## src/design/assert_macros.svh

```systemverilog
// assertion macros shared by the integer-to-words rtl
// expects clk and rst_n (active low) in the including module
`ifndef ASSERT_MACROS_SVH
`define ASSERT_MACROS_SVH

// property checked on every rising clk edge outside reset
`define NTEW_ASSERT(lbl, prop, msg) \
    lbl: assert property (@(posedge clk) disable iff (!rst_n) prop) \
        else $error(msg);

// condition that must never hold outside reset
`define NTEW_NEVER(lbl, cond, msg) \
    `NTEW_ASSERT(lbl, !(cond), msg)

`endif

```

## src/design/ntew_pkg.sv

```systemverilog
// shared types and constants for the integer-to-words block
// no dependencies
package ntew_pkg;

    localparam int VALUE_W    = 31;
    localparam int BIN_W      = 32;
    localparam int NUM_DIGITS = 10;
    localparam int BCD_W      = 4 * NUM_DIGITS;
    localparam int CONV_STEPS = BIN_W / 2;
    localparam int STEP_CNT_W = $clog2(CONV_STEPS);
    localparam int NUM_GROUPS = 4;
    localparam int GROUP_POS  = 5;
    localparam int POS_N      = 1 + NUM_GROUPS * GROUP_POS;

    typedef logic [4:0]       code_t;
    typedef logic [3:0]       digit_t;
    typedef logic [BCD_W-1:0] bcd_t;

    localparam code_t CODE_ZERO     = 5'd0;
    localparam code_t CODE_TEN      = 5'd10;
    localparam code_t CODE_TWENTY   = 5'd20;
    localparam code_t CODE_HUNDRED  = 5'd28;
    localparam code_t CODE_THOUSAND = 5'd29;
    localparam code_t CODE_MILLION  = 5'd30;
    localparam code_t CODE_BILLION  = 5'd31;

    // front to queue transaction
    typedef struct packed {
        logic push;
        bcd_t bcd;
    } ntew_push_t;

    // queue head as seen by the back end
    typedef struct packed {
        logic not_empty;
        bcd_t bcd;
    } ntew_head_t;

    // one double-dabble step: correct digits then shift one binary bit in
    function automatic bcd_t dd_step(input bcd_t bcd, input logic bin_bit);
        bcd_t adj;
        adj = bcd;
        for (int k = 0; k < NUM_DIGITS; k++) begin
            if (adj[4*k +: 4] >= 4'd5) begin
                adj[4*k +: 4] = adj[4*k +: 4] + 4'd3;
            end
        end
        return {adj[BCD_W-2:0], bin_bit};
    endfunction

endpackage

```

## src/design/number_to_english_word_tokens.sv

```systemverilog
// top level of the integer-to-english word token block
// depends on ntew_pkg, ntew_front, ntew_queue, ntew_back
//
//   channel  | handshake            | payload
//   ---------+----------------------+----------------------
//   input    | start, busy          | value[30:0]
//   result   | word_valid (strobe)  | word_code[4:0], last_word
//
// the front end converts a value by double dabble, two bits at a time, and hands
// the digits to the queue, waiting while it is full; a new value can be taken as the
// handoff happens. the back end emits one token per cycle, 1 to 16 per value.
// rst_n is asynchronous and clears all control state; the queue starts empty.
// busy is high while the front end converts or while it holds digits for a full
// queue. results are strobed for one cycle and cannot be stalled.
module number_to_english_word_tokens
    import ntew_pkg::*;
#(
    parameter int QUEUE_DEPTH = 2
)
(
    input  logic               clk,
    input  logic               rst_n,
    input  logic               start,
    input  logic [VALUE_W-1:0] value,
    output logic               busy,
    output logic               word_valid,
    output logic [4:0]         word_code,
    output logic               last_word
);

    ntew_push_t push;
    ntew_head_t head;
    logic       q_full;
    logic       pop;

    // value intake and binary to decimal conversion
    ntew_front u_front (
        .clk    (clk),
        .rst_n  (rst_n),
        .start  (start),
        .value  (value),
        .busy   (busy),
        .q_full (q_full),
        .push   (push)
    );

    // decouples conversion from token emission
    ntew_queue #(
        .DEPTH (QUEUE_DEPTH)
    ) u_queue (
        .clk   (clk),
        .rst_n (rst_n),
        .push  (push),
        .full  (q_full),
        .pop   (pop),
        .head  (head)
    );

    // token sequencing
    ntew_back u_back (
        .clk        (clk),
        .rst_n      (rst_n),
        .head       (head),
        .pop        (pop),
        .word_valid (word_valid),
        .word_code  (word_code),
        .last_word  (last_word)
    );

endmodule

```

## src/design/ntew_front.sv

```systemverilog
// front end: accepts a value and converts it to decimal digits, two bits a cycle
// depends on ntew_pkg and assert_macros.svh
`include "assert_macros.svh"

module ntew_front
    import ntew_pkg::*;
(
    input  logic               clk,
    input  logic               rst_n,
    input  logic               start,
    input  logic [VALUE_W-1:0] value,
    output logic               busy,
    input  logic               q_full,
    output ntew_push_t         push
);

    typedef enum logic [2:0] {
        F_IDLE = 3'b001,
        F_CONV = 3'b010,
        F_PUSH = 3'b100
    } front_state_t;

    front_state_t            state_reg, state_next;
    logic [STEP_CNT_W-1:0]   cnt_reg, cnt_next;
    logic [BIN_W-1:0]        bin_reg, bin_next;
    bcd_t                    bcd_reg, bcd_next;
    logic                    accept;
    logic                    do_push;

    // handshake
    assign do_push = (state_reg == F_PUSH) && !q_full;
    assign busy    = !((state_reg == F_IDLE) || do_push);
    assign accept  = start && !busy;

    assign push.push = do_push;
    assign push.bcd  = bcd_reg;

    // next state and datapath
    always_comb
    begin
        state_next = state_reg;
        cnt_next   = cnt_reg;
        bin_next   = bin_reg;
        bcd_next   = bcd_reg;
        case (state_reg)
            F_IDLE, F_PUSH:
            begin
                if (do_push) begin
                    state_next = F_IDLE;
                end
                if (accept) begin
                    state_next = F_CONV;
                    cnt_next   = '0;
                    bin_next   = {{(BIN_W-VALUE_W){1'b0}}, value};
                    bcd_next   = '0;
                end
            end
            F_CONV:
            begin
                bcd_next = dd_step(dd_step(bcd_reg, bin_reg[BIN_W-1]), bin_reg[BIN_W-2]);
                bin_next = {bin_reg[BIN_W-3:0], 2'b00};
                cnt_next = cnt_reg + 1'b1;
                if (cnt_reg == STEP_CNT_W'(CONV_STEPS - 1)) begin
                    state_next = F_PUSH;
                end
            end
            default:
            begin
                state_next = F_IDLE;
            end
        endcase
    end

    // control registers
    always_ff @(posedge clk or negedge rst_n)
    begin
        if (!rst_n) begin
            state_reg <= F_IDLE;
            cnt_reg   <= '0;
        end else begin
            state_reg <= state_next;
            cnt_reg   <= cnt_next;
        end
    end

    // payload registers
    always_ff @(posedge clk)
    begin
        bin_reg <= bin_next;
        bcd_reg <= bcd_next;
    end

    `NTEW_ASSERT(a_front_busy_after_accept, accept |=> busy, "front not busy after accept")

endmodule

```

## src/design/ntew_queue.sv

```systemverilog
// short digit queue between front and back end
// depends on ntew_pkg and assert_macros.svh
`include "assert_macros.svh"

module ntew_queue
    import ntew_pkg::*;
#(
    parameter int DEPTH = 2
)
(
    input  logic       clk,
    input  logic       rst_n,
    input  ntew_push_t push,
    output logic       full,
    input  logic       pop,
    output ntew_head_t head
);

    localparam int PTR_W = (DEPTH > 1) ? $clog2(DEPTH) : 1;
    localparam int CNT_W = $clog2(DEPTH + 1);

    bcd_t             mem_reg [DEPTH];
    logic [PTR_W-1:0] wr_ptr_reg, wr_ptr_next;
    logic [PTR_W-1:0] rd_ptr_reg, rd_ptr_next;
    logic [CNT_W-1:0] cnt_reg, cnt_next;
    logic             do_push;
    logic             do_pop;

    assign full           = (cnt_reg == CNT_W'(DEPTH));
    assign head.not_empty = (cnt_reg != '0);
    assign head.bcd       = mem_reg[rd_ptr_reg];
    assign do_push        = push.push && !full;
    assign do_pop         = pop && head.not_empty;

    // pointer and count update
    always_comb
    begin
        wr_ptr_next = wr_ptr_reg;
        rd_ptr_next = rd_ptr_reg;
        cnt_next    = cnt_reg;
        if (do_push) begin
            wr_ptr_next = (wr_ptr_reg == PTR_W'(DEPTH - 1)) ? '0 : wr_ptr_reg + 1'b1;
        end
        if (do_pop) begin
            rd_ptr_next = (rd_ptr_reg == PTR_W'(DEPTH - 1)) ? '0 : rd_ptr_reg + 1'b1;
        end
        if (do_push && !do_pop) begin
            cnt_next = cnt_reg + 1'b1;
        end else if (do_pop && !do_push) begin
            cnt_next = cnt_reg - 1'b1;
        end
    end

    always_ff @(posedge clk or negedge rst_n)
    begin
        if (!rst_n) begin
            wr_ptr_reg <= '0;
            rd_ptr_reg <= '0;
            cnt_reg    <= '0;
        end else begin
            wr_ptr_reg <= wr_ptr_next;
            rd_ptr_reg <= rd_ptr_next;
            cnt_reg    <= cnt_next;
        end
    end

    // entry storage
    always_ff @(posedge clk)
    begin
        if (do_push) begin
            mem_reg[wr_ptr_reg] <= push.bcd;
        end
    end

    `NTEW_NEVER(a_queue_overflow, push.push && full, "push into full queue")
    `NTEW_ASSERT(a_queue_count, cnt_reg <= CNT_W'(DEPTH), "queue count out of range")

endmodule

```

## src/design/ntew_back.sv

```systemverilog
// back end: walks the decimal groups and emits one word token per cycle
// depends on ntew_pkg and assert_macros.svh
`include "assert_macros.svh"

module ntew_back
    import ntew_pkg::*;
(
    input  logic       clk,
    input  logic       rst_n,
    input  ntew_head_t head,
    output logic       pop,
    output logic       word_valid,
    output code_t      word_code,
    output logic       last_word
)
;

    // digits padded so every group has hundreds, tens and units
    localparam int GRP_BITS = 12 * NUM_GROUPS;

    logic [POS_N-1:0] mask_reg, mask_next;
    logic [POS_N-1:0] mask_load;
    logic [POS_N-1:0] sel;
    logic [POS_N-1:0] mask_rest;
    code_t            pos_code [POS_N];
    code_t            code_sel;
    bcd_t             digits_reg;
    logic             word_valid_reg;
    code_t            word_code_reg;
    logic             last_word_reg;

    // token mask of the value at the queue head
    always_comb
    begin
        digit_t              h, t, u;
        int                  p;
        logic [GRP_BITS-1:0] grp_bits;
        grp_bits     = GRP_BITS'(head.bcd);
        mask_load    = '0;
        mask_load[0] = (head.bcd == '0);
        for (int g = 0; g < NUM_GROUPS; g++)
        begin
            p = 1 + (NUM_GROUPS - 1 - g) * GROUP_POS;
            h = grp_bits[12*g + 8 +: 4];
            t = grp_bits[12*g + 4 +: 4];
            u = grp_bits[12*g +: 4];
            mask_load[p]     = (h != '0);
            mask_load[p + 1] = (h != '0);
            mask_load[p + 2] = (t != '0) || (u != '0);
            mask_load[p + 3] = (t >= 4'd2) && (u != '0);
            mask_load[p + 4] = (g != 0) && ((h != '0) || (t != '0) || (u != '0));
        end
    end

    // word code at every token position of the current value
    always_comb
    begin
        digit_t              h, t, u;
        int                  p;
        logic [GRP_BITS-1:0] grp_bits;
        grp_bits = GRP_BITS'(digits_reg);
        for (int i = 0; i < POS_N; i++)
        begin
            pos_code[i] = CODE_ZERO;
        end
        for (int g = 0; g < NUM_GROUPS; g++)
        begin
            p = 1 + (NUM_GROUPS - 1 - g) * GROUP_POS;
            h = grp_bits[12*g + 8 +: 4];
            t = grp_bits[12*g + 4 +: 4];
            u = grp_bits[12*g +: 4];
            pos_code[p]     = {1'b0, h};
            pos_code[p + 1] = CODE_HUNDRED;
            if (t >= 4'd2)
            begin
                pos_code[p + 2] = {1'b0, t} + CODE_TWENTY - 5'd2;
            end
            else if (t == 4'd1)
            begin
                pos_code[p + 2] = CODE_TEN + {1'b0, u};
            end
            else
            begin
                pos_code[p + 2] = {1'b0, u};
            end
            pos_code[p + 3] = {1'b0, u};
            if (g == 3)
            begin
                pos_code[p + 4] = CODE_BILLION;
            end
            else if (g == 2)
            begin
                pos_code[p + 4] = CODE_MILLION;
            end
            else
            begin
                pos_code[p + 4] = CODE_THOUSAND;
            end
        end
    end

    // pick the earliest pending token
    assign sel       = mask_reg & (~mask_reg + POS_N'(1));
    assign mask_rest = mask_reg & ~sel;
    assign pop       = (mask_rest == '0) && head.not_empty;
    assign mask_next = pop ? mask_load : mask_rest;

    always_comb
    begin
        code_sel = CODE_ZERO;
        for (int i = 0; i < POS_N; i++)
        begin
            code_sel = code_sel | (sel[i] ? pos_code[i] : CODE_ZERO);
        end
    end

    // control registers
    always_ff @(posedge clk or negedge rst_n)
    begin
        if (!rst_n)
        begin
            mask_reg       <= '0;
            word_valid_reg <= 1'b0;
        end
        else
        begin
            mask_reg       <= mask_next;
            word_valid_reg <= (mask_reg != '0);
        end
    end

    // payload registers
    always_ff @(posedge clk)
    begin
        if (pop)
        begin
            digits_reg <= head.bcd;
        end
        word_code_reg <= code_sel;
        last_word_reg <= (mask_rest == '0);
    end

    assign word_valid = word_valid_reg;
    assign word_code  = word_code_reg;
    assign last_word  = last_word_reg;

    `NTEW_ASSERT(a_back_zero_alone, word_valid && (word_code == CODE_ZERO) |-> last_word,
        "zero token not last")
    `NTEW_NEVER(a_back_units_scale, mask_reg[POS_N-1], "scale word on units group")

endmodule
```

## config.mk

```make
export PLATFORM = sky130hd
export DESIGN_NAME = number_to_english_word_tokens
export DESIGN_NICKNAME = d
export VERILOG_FILES = /design/src/design/ntew_pkg.sv /design/src/design/number_to_english_word_tokens.sv /design/src/design/ntew_front.sv /design/src/design/ntew_queue.sv /design/src/design/ntew_back.sv
export VERILOG_INCLUDE_DIRS = /design/src /design/src/design
export SDC_FILE = /design/constraint.sdc
export NUM_CORES = 1
export LEC_CHECK = 0
export ABC_AREA = 1
export BUFFER_PORTS_ARGS = -buffer_cell sky130_fd_sc_hd__buf_2
export CAP_MARGIN = 40
export CORE_MARGIN = 10
export CORE_UTILIZATION = 62
export DETAILED_ROUTE_END_ITERATION = 10
export HOLD_SLACK_MARGIN = 0.12
export PLACE_DENSITY = 0.8
export SETUP_SLACK_MARGIN = 0.02
export SYNTH_ARGS = -nofsm -noshare
export SYNTH_HDL_FRONTEND = slang
export SYNTH_SLANG_ARGS = --single-unit
```

## constraint.sdc

```tcl
create_clock -name clk -period 8.1 [get_ports clk]
set_clock_uncertainty 0.1 [all_clocks]
set_input_delay 2.43 -clock clk [delete_from_list [all_inputs] [get_ports clk]]
set_output_delay 2.43 -clock clk [all_outputs]
set_load 0.02 [all_outputs]
```

==> qor.csv <==
metric,value,unit
post-CTS sizing,0,
Synth Area per Inst,9.39,µm²
Die X,157,µm
number of flops mapped to enable cells by yosys,192,
die height,157,µm
"Primary FF master, synth",edfxtp_1,
Starting Density,62.6,%
H-tree depth,1,
Layout Nets,1372,
Inst Count DP,1498,
vias in the first global route,8100,
core area,18600,µm²
Post-CTS Setup Bufs,0,
area added between synthesis and finish,11.3,%
final cell area excluding filler cells,12900,µm²
Num CTS Buffers,24,
required time worst endpoint,5.57,ns
Seq cells post-synth,231,
"Clk pin slew, worst setup/hold paths",0.06,ns
Setup CP Type,reg -> out,
fin crit period,4.27,ns
diodes inserted,0,
DP HPWL,15.6,mm
GR Util All Layers,18.4,%
first drt pass iteration count,5,
Worst EP arrival,1.74,ns
WL/cell,14.6,µm
slack of the critical path,3.83,ns
Power Density,428,nW/µm²
first-pass GRT wire length,37.6,mm
Rows,50,
fin cells,1541,
Least-Margin Pin Slew,0.745,ns
worst min path class,reg -> reg,
die area,24600,µm²
Max Buffers Root-to-Sink,3,
CP endpoint kind,output pin,
Top-Level Pins,42,
WHS,0.390,ns
Post-synth ARST share,14.3,%
Fin Setup TNS,0,ns
RSZ-0062 raised after global routing,no,
layout cells sized above 1,9.79,%
post-synthesis sequential area ratio,57.7,%
drt first-iter violations,562,
Final Core Density,69.6,%
gpl congestion,0.896,
initial antenna violation count,0,
worst vdd ir,0.000226,V
PortBufs,41,
crit start category,flip-flop,
CTS tree,yes,
P_leak,5.77,nW
total number of yosys warnings,0,
outcome,completed,
largest net degree at the start of global routing,76,
clock root buffer,clkbuf_16,
Mapped Area,11600,µm²
final setup fails,0,
hold_buf cts,0,
Final Hold Fails,0,
"Slew Viols, Final",0,
via count,8275,
Maximum Capacitance Violations,0,
max reg flops,80,
CTS Sinks,231,
crit path max fanout,5,
Max Fclk,0.234,GHz
DP Worst Slack,4.30,ns
Relative slew margins,50.3,%
placed cell area,12100,µm²
Final period util,52.7,%
post-synthesis cell count,1238,
total global routing overflow,0,
"Net Count, Synth",1320,
number of routed nets with antenna violations,0,
latest clock arrival within the worst-skew pair,0.51,ns
final wirelength,22.5,mm
Yosys cell types,41,
via/cell ratio,5.37,
Post-route DRC,0,
FILL cells,1365,
Power Total,5.53,mW
-- where the power goes --
group	switching, mW	leakage [nW]	internal, mW
clock	0.442	0.382	0.658
combinational	1.64	3.13	0.712
sequential	0.261	2.26	1.82
-- per-layer routing --
layer  wire length, µm  global-route usage, %  vias up
met5                 0                      0        -
met4               465                   5.39        0
met3              1040                   2.78       47
met2             11100                   31.6      198
met1              9910                   23.7     3827
li1                  -                      -     4203
-- cell families (layout without fill, tap and decap cells) --
kind of cell / after synthesis / in the layout / synth area share [%]
adder cells (fa/ha/maj): 48 / 48 / 5.17
XOR/XNOR: 29 / 29 / 2.18
buffers and inverters: 182 / 251 / 6.10
AO/OA/AOI/OAI: 170 / 170 / 7.60
AND/OR/NAND/NOR: 578 / 578 / 21.2
flip-flops: 231 / 231 / 57.7
-- worst paths after layout --
| kind | end | from | slack (ns) | cells after the start |
|---|---|---|---|---|
| worst min register to register | u_queue.mem_reg[1][37] | u_front.bcd_reg[37] | 0.39 | 0 |
| min in group asynchronous | u_back.mask_reg[2] | rst_n | 1.88 | 1 |
| max in group asynchronous | u_back.mask_reg[14] | rst_n | 5.55 | 1 |
| worst max-delay path | busy | u_front.state_reg[2] | 3.83 | 7 |
| worst min-delay path | u_queue.mem_reg[1][37] | u_front.bcd_reg[37] | 0.39 | 0 |
| worst max register to register | u_front.bcd_reg[12] | u_front.state_reg[2] | 4.67 | 6 |
-- worst max-delay path: stages (launching register included) --
cell and delay, ns:
dfrtp_1 0.38, inv_1 0.06, nor3_1 0.20, o21ai_0 0.11, buf_2 0.19, nand2_1 0.09
inv_1 0.04, buf_2 0.15
-- layout by cell type, fill, tap and decap left out, types with 2 or more instances in the layout --
| cell | instances |
|---|---|
| a21oi_1 | 43 |
| a31oi_1 | 2 |
| buf_16 | 2 |
| buf_2 | 42 |
| buf_4 | 4 |
| bufinv_16 | 3 |
| clkbuf_1 | 4 |
| clkbuf_16 | 25 |
| clkinv_1 | 3 |
| clkinv_2 | 6 |
| clkinvlp_4 | 3 |
| dfrtp_1 | 32 |
| dfxtp_1 | 6 |
| edfxtp_1 | 192 |
| ha_1 | 48 |
| inv_1 | 157 |
| nand2_1 | 349 |
| nand2_2 | 5 |
| nand2_4 | 3 |
| nand3_1 | 39 |
| nand3_2 | 3 |
| nand3b_1 | 2 |
| nand4_1 | 26 |
| nor2_1 | 110 |
| nor2_2 | 6 |
| nor2_4 | 4 |
| nor3_1 | 11 |
| nor3_2 | 2 |
| o211ai_1 | 6 |
| o21ai_0 | 113 |
| or2_2 | 13 |
| xnor2_1 | 4 |
| xor2_1 | 25 |
-- Yosys cell counts, types with 2 or more instances --
cell	instances	share of area [%]
nand4_1	26	1.4
xnor2_1	4	0.30
ha_1	48	5.2
nand3_2	3	0.26
nor2_2	6	0.32
xor2_1	25	1.9
or2_2	13	0.70
edfxtp_1	192	50
nand2_1	350	11
nand3b_1	2	0.13
a21oi_1	43	1.9
inv_1	157	5.1
a31oi_1	2	0.11
nand3_1	39	1.7
o211ai_1	6	0.39
nand2_4	2	0.19
dfxtp_1	6	1.0
dfrtp_1	32	6.9
nor2_4	2	0.19
buf_2	3	0.13
o21ai_0	113	4.9
nand2_2	5	0.27
nor2_1	112	3.6
nor3_1	12	0.52
buf_6	3	0.29
clkbuf_1	17	0.55
-- layout make-up --
class	count	area, µm²	share of cell area [%]
sequential	231	6710	51.9
timing repair buffer	49	315	2.44
inverter	159	597	4.61
tap	234	293	2.26
multi-input combinational	825	4230	32.7
clock buffer	29	641	4.95
clock inverter	14	150	1.16
(Power assumes the default switching activity.)
